### config.mk
export PLATFORM = sky130hd
export DESIGN_NAME = lru_key_value_cache_flat
export DESIGN_NICKNAME = d
export VERILOG_FILES = /design/src/sv/lkvc_pkg.sv /design/src/sv/lkvc_req_if.sv /design/src/sv/lkvc_rsp_if.sv /design/src/sv/lkvc_ctrl.sv /design/src/sv/lkvc_datapath.sv /design/src/sv/lru_key_value_cache.sv /design/src/flat_wrapper.sv
export SDC_FILE = /design/constraint.sdc
export NUM_CORES = 2
export LEC_CHECK = 0
export ABC_AREA = 0
export CAP_MARGIN = 10
export CORE_MARGIN = 2
export CORE_UTILIZATION = 55
export CTS_BUF_LIST = sky130_fd_sc_hd__clkbuf_8
export CTS_CLUSTER_DIAMETER = 40
export DETAILED_ROUTE_END_ITERATION = 16
export DONT_BUFFER_PORTS = 1
export PLACE_DENSITY = 0.67
export SYNTH_ARGS = -nofsm -noshare
export SYNTH_HDL_FRONTEND = slang
export SYNTH_SLANG_ARGS = --single-unit
### constraint.sdc
create_clock -name clk -period 5.2 [get_ports clk]
set_input_delay 0.26 -clock clk [delete_from_list [all_inputs] [get_ports clk]]
set_output_delay 0.26 -clock clk [all_outputs]
set_load 0.03 [all_outputs]
### src/sv/lkvc_pkg.sv
`default_nettype none
// ----------------------------------------------------------------------------
// lkvc_pkg: shared definitions for the LRU key-value cache
// Widths, reset values, opcodes and the controller-to-datapath command bundle.
// ----------------------------------------------------------------------------
package lkvc_pkg;

    // Default table depth
    localparam int ENTRIES_DEFAULT = 16;

    // Fixed field widths
    localparam int CAP_W  = 5;
    localparam int DATA_W = 32;

    // Capacity after reset
    localparam logic [CAP_W-1:0] CAP_RESET = 5'd16;

    // Opcodes
    localparam logic OP_GET = 1'b0;
    localparam logic OP_SET = 1'b1;

    // Value returned by a get that misses
    localparam logic [DATA_W-1:0] MISS_VALUE = '1;

    // Commands from controller to datapath, one per phase of an item
    typedef struct packed {
        logic load;    // capture the accepted item
        logic search;  // register key compare, free slot and victim
        logic commit;  // update table and ranks, read stored value
        logic push;    // load the output register
    } ctrl_cmd_t;

endpackage
`default_nettype wire

### src/sv/lkvc_req_if.sv
`default_nettype none
// ----------------------------------------------------------------------------
// lkvc_req_if: request channel of the LRU key-value cache
// Valid/ready handshake carrying opcode, key and write value.
// ----------------------------------------------------------------------------
interface lkvc_req_if;

    logic                              valid;
    logic                              ready;
    logic                              opcode;
    logic signed [lkvc_pkg::DATA_W-1:0] key;
    logic signed [lkvc_pkg::DATA_W-1:0] write_value;

    modport source (output valid, output opcode, output key, output write_value,
                    input ready);
    modport sink   (input valid, input opcode, input key, input write_value,
                    output ready);

endinterface
`default_nettype wire

### src/sv/lkvc_rsp_if.sv
`default_nettype none
// ----------------------------------------------------------------------------
// lkvc_rsp_if: response channel of the LRU key-value cache
// Valid/ready handshake carrying the hit flag and the read value.
// ----------------------------------------------------------------------------
interface lkvc_rsp_if;

    logic                              valid;
    logic                              ready;
    logic                              hit;
    logic signed [lkvc_pkg::DATA_W-1:0] read_value;

    modport source (output valid, output hit, output read_value, input ready);
    modport sink   (input valid, input hit, input read_value, output ready);

endinterface
`default_nettype wire

### src/sv/lkvc_ctrl.sv
`default_nettype none
// ----------------------------------------------------------------------------
// lkvc_ctrl: sequencer of the LRU key-value cache
// Steps each item through search, commit and push, and owns both handshakes.
// ----------------------------------------------------------------------------
module lkvc_ctrl (
    input  wire logic                clk,
    input  wire logic                rst_n,
    input  wire logic                in_valid,
    output logic                     in_ready,
    input  wire logic                out_ready,
    output logic                     out_valid,
    output lkvc_pkg::ctrl_cmd_t      cmd
);

    typedef enum logic [1:0] {
        ST_IDLE,
        ST_SEARCH,
        ST_COMMIT,
        ST_PUSH
    } state_t;

    state_t state_reg;
    state_t state_next;
    logic   out_valid_reg;
    logic   out_valid_next;
    logic   out_free;

    // Output register can take a new item when empty or being drained
    assign out_free = !out_valid_reg || out_ready;

    // Commands and next state
    always_comb
    begin
        cmd            = '0;
        state_next     = state_reg;
        out_valid_next = out_valid_reg && !out_ready;
        unique case (state_reg)
            ST_IDLE:
            begin
                if (in_valid)
                begin
                    cmd.load   = 1'b1;
                    state_next = ST_SEARCH;
                end
            end
            ST_SEARCH:
            begin
                cmd.search = 1'b1;
                state_next = ST_COMMIT;
            end
            ST_COMMIT:
            begin
                cmd.commit = 1'b1;
                state_next = ST_PUSH;
            end
            ST_PUSH:
            begin
                if (out_free)
                begin
                    cmd.push       = 1'b1;
                    out_valid_next = 1'b1;
                    state_next     = ST_IDLE;
                end
            end
            default:
            begin
                state_next = ST_IDLE;
            end
        endcase
    end

    // State and registered handshake outputs
    always_ff @(posedge clk or negedge rst_n)
    begin
        if (!rst_n)
        begin
            state_reg     <= ST_IDLE;
            out_valid_reg <= 1'b0;
        end
        else
        begin
            state_reg     <= state_next;
            out_valid_reg <= out_valid_next;
        end
    end

    assign in_ready  = (state_reg == ST_IDLE);
    assign out_valid = out_valid_reg;

endmodule
`default_nettype wire

### src/sv/lkvc_datapath.sv
`default_nettype none
// ----------------------------------------------------------------------------
// lkvc_datapath: entry table, key compare and recency ranks
// Parallel key compare over the entry cells, rank shifter, data memory and
// the output register.
// ----------------------------------------------------------------------------
module lkvc_datapath #(
    parameter int ENTRIES = lkvc_pkg::ENTRIES_DEFAULT
) (
    input  wire logic                                clk,
    input  wire logic                                rst_n,
    input  wire logic                                cfg_we,
    input  wire logic [lkvc_pkg::CAP_W-1:0]          cfg_wdata,
    input  wire lkvc_pkg::ctrl_cmd_t                 cmd,
    input  wire logic                                in_opcode,
    input  wire logic signed [lkvc_pkg::DATA_W-1:0]  in_key,
    input  wire logic signed [lkvc_pkg::DATA_W-1:0]  in_write_value,
    output logic                                     out_hit,
    output logic signed [lkvc_pkg::DATA_W-1:0]       out_read_value
);

    localparam int IDX_W  = (ENTRIES > 1) ? $clog2(ENTRIES) : 1;
    localparam int RANK_W = IDX_W;
    localparam int OCC_W  = $clog2(ENTRIES + 1);
    localparam int DW     = lkvc_pkg::DATA_W;

    // Configuration
    logic [lkvc_pkg::CAP_W-1:0] cap_reg;
    logic [OCC_W-1:0]           cap_eff;

    // Captured item
    logic                       op_reg;
    logic [DW-1:0]              key_in_reg;
    logic [DW-1:0]              wval_reg;
    logic [OCC_W-1:0]           cap_eff_reg;

    // Table
    logic [ENTRIES-1:0]         valid_reg;
    logic [RANK_W-1:0]          rank_reg [ENTRIES];
    logic [DW-1:0]              entry_key_reg [ENTRIES];
    logic [DW-1:0]              entry_data_reg [ENTRIES];
    logic [OCC_W-1:0]           occ_reg;

    // Search results
    logic                       hit_reg;
    logic                       upd_reg;
    logic                       wr_data_reg;
    logic                       new_key_reg;
    logic                       insert_reg;
    logic [IDX_W-1:0]           tgt_idx_reg;
    logic [OCC_W-1:0]           old_rank_reg;

    // Read and output
    logic [DW-1:0]              rd_data_reg;
    logic                       out_hit_reg;
    logic [DW-1:0]              out_value_reg;

    // Search logic
    logic                       hit_any;
    logic [IDX_W-1:0]           hit_idx;
    logic [RANK_W-1:0]          hit_rank;
    logic [IDX_W-1:0]           free_idx;
    logic [IDX_W-1:0]           victim_idx;
    logic [OCC_W-1:0]           occ_last;
    logic                       cap_zero;
    logic                       room;
    logic                       is_set;

    // Capacity above the table depth counts as the full table
    always_comb
    begin
        if (int'(cap_reg) > ENTRIES)
            cap_eff = OCC_W'(ENTRIES);
        else
            cap_eff = OCC_W'(cap_reg);
    end

    always_ff @(posedge clk or negedge rst_n)
    begin
        if (!rst_n)
            cap_reg <= lkvc_pkg::CAP_RESET;
        else if (cfg_we)
            cap_reg <= cfg_wdata;
    end

    // Item capture
    always_ff @(posedge clk)
    begin
        if (cmd.load)
        begin
            op_reg      <= in_opcode;
            key_in_reg  <= in_key;
            wval_reg    <= in_write_value;
            cap_eff_reg <= cap_eff;
        end
    end

    // Key compare, lowest free slot and least recent entry (lowest index wins)
    assign occ_last = occ_reg - OCC_W'(1);

    always_comb
    begin
        hit_any    = 1'b0;
        hit_idx    = '0;
        hit_rank   = '0;
        free_idx   = '0;
        victim_idx = '0;
        for (int i = ENTRIES - 1; i >= 0; i--)
        begin
            if (valid_reg[i] && (entry_key_reg[i] == key_in_reg))
            begin
                hit_any  = 1'b1;
                hit_idx  = IDX_W'(i);
                hit_rank = rank_reg[i];
            end
            if (!valid_reg[i])
                free_idx = IDX_W'(i);
            if (valid_reg[i] && (OCC_W'(rank_reg[i]) == occ_last))
                victim_idx = IDX_W'(i);
        end
    end

    assign cap_zero = (cap_eff_reg == '0);
    assign room     = (occ_reg < cap_eff_reg);
    assign is_set   = (op_reg == lkvc_pkg::OP_SET);

    // Decide what the commit phase does
    always_ff @(posedge clk)
    begin
        if (cmd.search)
        begin
            hit_reg     <= !cap_zero && hit_any;
            upd_reg     <= !cap_zero && (hit_any || is_set);
            wr_data_reg <= !cap_zero && is_set;
            new_key_reg <= !cap_zero && is_set && !hit_any;
            insert_reg  <= !cap_zero && is_set && !hit_any && room;
            if (hit_any)
            begin
                tgt_idx_reg  <= hit_idx;
                old_rank_reg <= OCC_W'(hit_rank);
            end
            else if (room)
            begin
                tgt_idx_reg  <= free_idx;
                old_rank_reg <= occ_reg;
            end
            else
            begin
                tgt_idx_reg  <= victim_idx;
                old_rank_reg <= occ_last;
            end
        end
    end

    // Data memory and key cells: one write port, registered read
    always_ff @(posedge clk)
    begin
        if (cmd.commit)
        begin
            rd_data_reg <= entry_data_reg[tgt_idx_reg];
            if (wr_data_reg)
                entry_data_reg[tgt_idx_reg] <= wval_reg;
            if (new_key_reg)
                entry_key_reg[tgt_idx_reg] <= key_in_reg;
        end
    end

    // Valid bits, recency ranks and occupancy
    always_ff @(posedge clk or negedge rst_n)
    begin
        if (!rst_n)
        begin
            valid_reg <= '0;
            occ_reg   <= '0;
            for (int i = 0; i < ENTRIES; i++)
                rank_reg[i] <= '0;
        end
        else if (cmd.commit && upd_reg)
        begin
            // Target becomes most recent; more recent entries age by one
            for (int i = 0; i < ENTRIES; i++)
            begin
                if (tgt_idx_reg == IDX_W'(i))
                    rank_reg[i] <= '0;
                else if (valid_reg[i] && (OCC_W'(rank_reg[i]) < old_rank_reg))
                    rank_reg[i] <= rank_reg[i] + RANK_W'(1);
            end
            if (insert_reg)
            begin
                valid_reg[tgt_idx_reg] <= 1'b1;
                occ_reg                <= occ_reg + OCC_W'(1);
            end
        end
    end

    // Output register
    always_ff @(posedge clk)
    begin
        if (cmd.push)
        begin
            out_hit_reg <= hit_reg;
            if (is_set)
                out_value_reg <= '0;
            else if (hit_reg)
                out_value_reg <= rd_data_reg;
            else
                out_value_reg <= lkvc_pkg::MISS_VALUE;
        end
    end

    assign out_hit        = out_hit_reg;
    assign out_read_value = out_value_reg;

endmodule
`default_nettype wire

### src/sv/lru_key_value_cache.sv
`default_nettype none
// ----------------------------------------------------------------------------
// lru_key_value_cache: fully associative key-value cache, LRU replacement
// Each item passes capture, search, commit and push in turn; the push waits while
//   the output register holds an unaccepted result. Only one item is in progress,
//   held by the single-item sequencer around the key compare and rank update.
// A new request is taken while the previous result still waits in the output
//   register. Reset (rst_n, async) empties the table and sets capacity to 16.
// ----------------------------------------------------------------------------
module lru_key_value_cache #(
    parameter int ENTRIES = lkvc_pkg::ENTRIES_DEFAULT
) (
    input  wire logic                        clk,
    input  wire logic                        rst_n,
    lkvc_req_if.sink                         req,
    lkvc_rsp_if.source                       rsp,
    input  wire logic                        cfg_we,
    input  wire logic [lkvc_pkg::CAP_W-1:0]  cfg_wdata
);

    lkvc_pkg::ctrl_cmd_t cmd;

    // Sequencer
    lkvc_ctrl u_ctrl (
        .clk       (clk),
        .rst_n     (rst_n),
        .in_valid  (req.valid),
        .in_ready  (req.ready),
        .out_ready (rsp.ready),
        .out_valid (rsp.valid),
        .cmd       (cmd)
    );

    // Table and result path
    lkvc_datapath #(
        .ENTRIES (ENTRIES)
    ) u_datapath (
        .clk            (clk),
        .rst_n          (rst_n),
        .cfg_we         (cfg_we),
        .cfg_wdata      (cfg_wdata),
        .cmd            (cmd),
        .in_opcode      (req.opcode),
        .in_key         (req.key),
        .in_write_value (req.write_value),
        .out_hit        (rsp.hit),
        .out_read_value (rsp.read_value)
    );

endmodule
`default_nettype wire

### src/flat_wrapper.sv
// flat-port wrapper written by rule: the top's interface ports become plain ports
module lru_key_value_cache_flat 
#(
    parameter int ENTRIES = lkvc_pkg::ENTRIES_DEFAULT
)
  (clk, rst_n, cfg_we, cfg_wdata, req_valid, req_opcode, req_key, req_write_value, req_ready, rsp_valid, rsp_hit, rsp_read_value, rsp_ready);
  lkvc_req_if req_i ();
  lkvc_rsp_if rsp_i ();
  input  wire logic clk;
  input  wire logic rst_n;
  input  wire logic cfg_we;
  input  wire logic [lkvc_pkg::CAP_W-1:0] cfg_wdata;
  input wire logic [$bits(req_i.valid)-1:0] req_valid;
  input wire logic [$bits(req_i.opcode)-1:0] req_opcode;
  input wire logic [$bits(req_i.key)-1:0] req_key;
  input wire logic [$bits(req_i.write_value)-1:0] req_write_value;
  output wire logic [$bits(req_i.ready)-1:0] req_ready;
  output wire logic [$bits(rsp_i.valid)-1:0] rsp_valid;
  output wire logic [$bits(rsp_i.hit)-1:0] rsp_hit;
  output wire logic [$bits(rsp_i.read_value)-1:0] rsp_read_value;
  input wire logic [$bits(rsp_i.ready)-1:0] rsp_ready;
  assign req_i.valid = req_valid;
  assign req_i.opcode = req_opcode;
  assign req_i.key = req_key;
  assign req_i.write_value = req_write_value;
  assign req_ready = req_i.ready;
  assign rsp_valid = rsp_i.valid;
  assign rsp_hit = rsp_i.hit;
  assign rsp_read_value = rsp_i.read_value;
  assign rsp_i.ready = rsp_ready;
  lru_key_value_cache #(.ENTRIES(ENTRIES)) u_core (.clk(clk), .rst_n(rst_n), .req(req_i), .rsp(rsp_i), .cfg_we(cfg_we), .cfg_wdata(cfg_wdata));
endmodule
# After elaboration in Yosys (flattened, before gate mapping)
# Memory sizes are Yosys's and may differ from the RTL's. A register that Yosys moved wholly into a read port is not among the register bits.
# Cells that the tools add are included.
# W data, S select, Z words.
[totals]
register_bits = 210
latchBits = 0
ram_bits = 1024
romBits = 0
mem_count = 2
[classes]
addsub = 18
multipliers = 0
div_mod_pow = 0
n_lt_le_gt_ge = 20
eq_ne = 52
n_shift = 0
muxes = 136
bitwise_logic = 1
reduce_logical = 99
[memory_table]
columns = ["memory", "words", "word_bits", "rd", "rd_ports_with_merged_regs", "write_ports", "line_no", "text"]
rows = [
  ["u_core.u_datapath.entry_data_reg", 16, 32, 1, 1, 1, "lkvc_datapath.sv:41", "logic [DW-1:0] entry_data_reg [ENTRIES];"],
  ["u_core.u_datapath.entry_key_reg", 16, 32, 16, 0, 1, "lkvc_datapath.sv:40", "logic [DW-1:0] entry_key_reg [ENTRIES];"],
]
[op_table]
columns = ["cell", "n"]
rows = [
  ["$eq A32 B32 Y1", 16],
  ["$mux W4", 99],
  ["$eq A4 B5 Y1", 16],
  ["$lt A4 B5 Y1", 16],
  ["$add A4 B1 Y4 const B", 16],
  ["$logic_and A1 B1 Y1", 56],
  ["$reduce_and A2 Y1", 18],
  ["$eq A4 B4 Y1 const B", 8],
  ["$mux W32", 1],
  ["$reduce_bool A2 Y1", 16],
  ["$mux W1", 31],
  ["$eq A4 B3 Y1 const B", 4],
  ["$or A16 B16 Y16", 1],
  ["$eq A4 B2 Y1 const B", 2],
  ["$pmux W2 S4", 1],
  ["$add A5 B1 Y5 const B", 1],
  ["$gt A5 B5 Y1 const B", 1],
  ["$logic_not A5 Y1", 1],
  ["$lt A4 B5 Y1 const B", 1],
  ["$lt A5 B5 Y1", 1],
  ["$mux W5", 1],
  ["$sub A5 B1 Y5 const B", 1],
  ["$demux W1 S4", 1],
  ["$eq A2 B2 Y1 const B", 2],
  ["other kinds (9)", 15],
]

# Logic depth before layout (Yosys ltp)
# An unclocked memory read counts as a cell.
[depth]
ltp_word = 22
ltp_mapped = 15
ltp_nobuf = 11

# By module
# From an unflattened synthesis, not the netlist that was laid out.
[unflattened]
hier_cells = 3227
area_unflattened_um2 = 53869.2
[modules_own_cells]
columns = ["mod", "n_inst", "cells_per_inst", "area_per_inst_um2", "seq_area_each_um2"]
rows = [
  ["lkvc_datapath", 1, 3209, 53664.0, 37477.2],
  ["lkvc_ctrl", 1, 18, 205.2, 75.1],
]

# Worst setup path after synthesis
# No wires, ideal clock.
[synth_timing]
path_kind = "reg-to-reg"
start = "reg u_core.u_ctrl.state_reg[0]"
end = "mem u_core.u_datapath.entry_data_reg[12][0] (netlist bit) (enable)"
setup_time_ns = 0.421
arrival_ns = 3.388
required_time_ns = 4.779
slack_ns = 1.390
stages_incl_launch_ff = 6
period_less_slack_ns = 3.810
path_cell_list = "dfrtp_1 inv_1 ha_1 nand2_1 clkbuf_1 nor2_1"
[synth_via]
elab_chain_cells = 4
[synth_lines]
columns = ["item", "line_no", "text"]
rows = [
  ["from (decl)", "lkvc_ctrl.sv:23", "state_t state_reg;"],
  ["from (signal assigned)", "lkvc_ctrl.sv:83", "state_reg <= state_next;"],
  ["$eq A2 B2 Y1", "lkvc_ctrl.sv:38", "unique case (state_reg)"],
  ["$mux W1", "lkvc_ctrl.sv:38", ""],
  ["$mux W1", "lkvc_datapath.sv:158", "if (cmd.commit)"],
  ["$mux W1 (implied by the code)", "lkvc_datapath.sv:162", "entry_data_reg[tgt_idx_reg] <= wval_reg;"],
  ["to (decl)", "lkvc_datapath.sv:41", ""],
]
# No other way between the ends.

# Final worst setup path
[layout_timing]
start = "reg u_core.u_datapath.key_in_reg[6]"
end = "reg u_core.u_datapath.tgt_idx_reg[0], data pin"
[layout_via]
elab_chain_cells = 19
elab_cells_between_ends = 65
cone_classes = "eq/ne (16); mux (33); reduce/logical (16)"
[layout_lines]
columns = ["item", "line_no", "text"]
rows = [
  ["from (decl)", "lkvc_datapath.sv:33", "logic [DW-1:0] key_in_reg;"],
  ["from (signal assigned)", "lkvc_datapath.sv:92", "key_in_reg <= in_key;"],
  ["$eq A32 B32 Y1", "lkvc_datapath.sv:110", "if (valid_reg[i] && (entry_key_reg[i] == key_in_reg))"],
  ["$logic_and A1 B1 Y1", "lkvc_datapath.sv:110", ""],
  ["$mux W4 or $mux W1 (tied branches) (16 in series)", "lkvc_datapath.sv:110", ""],
  ["$mux W4 *", "lkvc_datapath.sv:137", "if (hit_any)"],
  ["to (signal assigned)", "lkvc_datapath.sv:139", "tgt_idx_reg <= hit_idx;"],
  ["to (signal assigned)", "lkvc_datapath.sv:144", "tgt_idx_reg <= free_idx;"],
  ["to (signal assigned)", "lkvc_datapath.sv:149", "tgt_idx_reg <= victim_idx;"],
  ["to (decl)", "lkvc_datapath.sv:50", "logic [IDX_W-1:0] tgt_idx_reg;"],
]
# Every way passes the cells marked *; elsewhere a longest branch is shown, timed or not.
# A chain may end at the register's enable or synchronous reset.

==> out/summary.txt <==
Status: finished, final reports clean
Worst Path Max Fanout: 32
Crit path DAT: 4750 ps
#FFs+latches synth: 1,266
DRT Pass-1 Iters: 5
Synth cell types: 76
Hold Fails Final Rpt: 0
Max Cap Viol: 0
Initial DRC Count: 3,891
Final instance area: 62,400 um2
Final setup margin: 1120 ps
Min Tclk post-route: 4080 ps
Hold WS: 69.2 ps
Number of global-route vias before repair: 32,766
Longest Clk Path Bufs: 3
WL/cell: 28.8 um
Syn_area_per_cell: 16.2 um2
Worst VDD drop: 0.337 mV
Core Footprint: 98,400 um2
Crit Path Class: reg -> reg
Clock buffer count from CTS: 208
# setup viols final: 0
Vias post-DR: 32,317
Least-Margin Pin Slew: 1260 ps
Most frequent cell after synthesis: edfxtp_1
Row cnt: 115
Post-CTS setup buffer count: 0
Final core occ: 63.4%
Number of flops mapped to enable cells by yosys: 1,173
Crit end category: flop
Buffers on Ports: 0
Post-Syn Nets: 3,524
Top cells by count, synth: 1,173 x edfxtp_1, 455 x xor2_1, 177 x nor4_1, 160 x mux4_2, 147 x xnor2_1
Leakage: 21.6 nW
Post-layout net count: 3,861
Unrepaired setup endpoints after global routing: no
Synth warnings: 0
Ys flop type: edfxtp_1
Fraction of layout cells with a size suffix above 1: 15.9%
Post-synth top area share: 64.4%
Syn Inst Count: 3,375
Ranking of synthesized cells by area: edfxtp_1 64%, xor2_1 7.3%, mux4_2 6.6%
Post-DP Area: 56,800 um2
Initial antenna violation count: 3
Post_cts resized: 0
Synth-to-Final Area Change: 14.0%
Hold Path Class: in -> reg
Die X: 319 um
ANT nets after route: 0
Post-DP HPWL: 94,300 um
Mapped Area: 54,700 um2
Post-synth top area cell: edfxtp_1
Register area share after synthesis: 68.6%
Die Height: 319 um
R2r worst-path depth: 10
Clk_lat worst skew: 910 ps
Clock sink count: 1,266
Drt drc: 0
First-pass GRT wire length: 218,000 um
RD Place Congestion: 0.963
CTS tree: yes
Setup crit start kind: flop
Fmax achieved: 245 MHz
Root buffer selected by CTS: clkbuf_8
Final-report max-slew violation count: 0
Total GRT Usage: 29.4%
Worst-path clk slew: 70 ps
I/O Pins: 110
Pwr dens: 457 nW/um2
Slew headroom: 15.9%
Setup TNS: 0 ps
Die area: 102,000 um2
Clk_skew: 66.4 ps
Async S/R FF share, synth: 7.35%
Initial core utilization: 55.6%
Vias per cell: 6.24
Pre-CTS setup slack: 1140 ps
Worst path required time: 5870 ps
Tcrit/Tclk final: 78.5%
GRT overflow: 0
CTS H-tree lvls: 4
Largest net degree at the start of global routing: 129
CTS Hold Buffers Added: 141
# fillers: 7,116
WL final: 149,000 um
Hold Path Depth: 1
kinds of logic after synthesis:
logic type      share of synthesized area [%]
flops                                    68.6
compound gates                           3.27
mux                                      6.82
buf+inv                                  1.84
simple gates                             7.84
xor+xnor                                 9.89
fa+ha+maj                                1.69
critical path, stage by stage, from the launching register on:
cell	delay [ps]
edfxtp_1	420
buf_12	230
xnor2_1	440
nor4b_1	640
nand4_1	440
or3_1	520
nor2_1	190
a311o_1	220
a31oi_1	140
o41a_1	450
a21o_1	170
path summary, 6_finish.rpt:
path,startpoint,to,slack (ps)
max,u_core.u_datapath.key_in_reg[6],u_core.u_datapath.tgt_idx_reg[0],1120
min,req_write_value[28],u_core.u_datapath.wval_reg[28],70
max reg2reg,u_core.u_datapath.key_in_reg[6],u_core.u_datapath.tgt_idx_reg[0],1120
min reg2reg,u_core.u_datapath.cap_reg[4],u_core.u_datapath.cap_eff_reg[4],580
max in group asynchronous,rst_n,u_core.u_datapath.rank_reg[33],4140
min in group asynchronous,rst_n,u_core.u_datapath.rank_reg[13],480
stage by stage:
step           power (mW)  cells
5_1_grt              29.7   5174
2_1_floorplan        17.6   3375
3_3_place_gp         19.8   4648
3_5_place_dp         20.0   4648
6_report             28.5   5176
4_1_cts              28.6   5172
report_power, final:
group	leakage [nW]	switching, mW	total, mW	internal (mW)
clock	2.30	4.04	8.57	4.53
sequential	11.8	1.19	13.6	12.4
combinational	7.44	3.83	6.36	2.54
cell type report:
| class | count | area (um2) | share of cell area, % |
|---|---|---|---|
| timing repair buffer | 264 | 2490 | 4.00 |
| inverter | 80 | 300 | 0.481 |
| sequential | 1266 | 37600 | 60.2 |
| clock inverter | 171 | 1180 | 1.89 |
| clock buffer | 212 | 2920 | 4.68 |
| tap | 1287 | 1610 | 2.58 |
| multi-input combinational | 1892 | 16300 | 26.2 |
| antenna | 4 | 10.0 | 0.0160 |
placed cells by master (no fill, tap or decap), types with 9 or more instances in the layout:
| master | instances |
|---|---|
| dlygate4sd3_1 | 139 |
| buf_12 | 10 |
| or4_1 | 23 |
| and3_1 | 10 |
| bufinv_16 | 14 |
| o21ai_0 | 53 |
| nor2_4 | 16 |
| a21o_1 | 47 |
| nand2b_1 | 28 |
| a32o_1 | 9 |
| a21oi_1 | 76 |
| nor3_1 | 47 |
| nand4b_1 | 13 |
| mux4_2 | 160 |
| nand2_1 | 124 |
| nor4b_1 | 12 |
| clkbuf_8 | 212 |
| clkinv_1 | 46 |
| buf_4 | 113 |
| clkinvlp_4 | 10 |
| xor2_1 | 455 |
| nor4_1 | 177 |
| nor2b_1 | 17 |
| ha_1 | 73 |
| nor2_2 | 16 |
| inv_1 | 143 |
| dfrtp_1 | 92 |
| nand4_1 | 85 |
| xnor2_1 | 147 |
| edfxtp_1 | 1173 |
| clkinv_2 | 26 |
| o31ai_1 | 11 |
| nand3_1 | 61 |
| nor2_1 | 78 |
metal layers:
layer | part of all wire (%) | vias to the layer above | wire length [um] | global-route usage, %
li1 | - | 13801 | - | -
met1 | 43 | 16619 | 64700 | 44.1
met2 | 46 | 1630 | 67900 | 44.3
met3 | 8.4 | 267 | 12600 | 5.28
met4 | 2.5 | 0 | 3770 | 9.18
met5 | 0 | - | 0 | 0
Note: power is estimated with default switching activity, not from simulation.
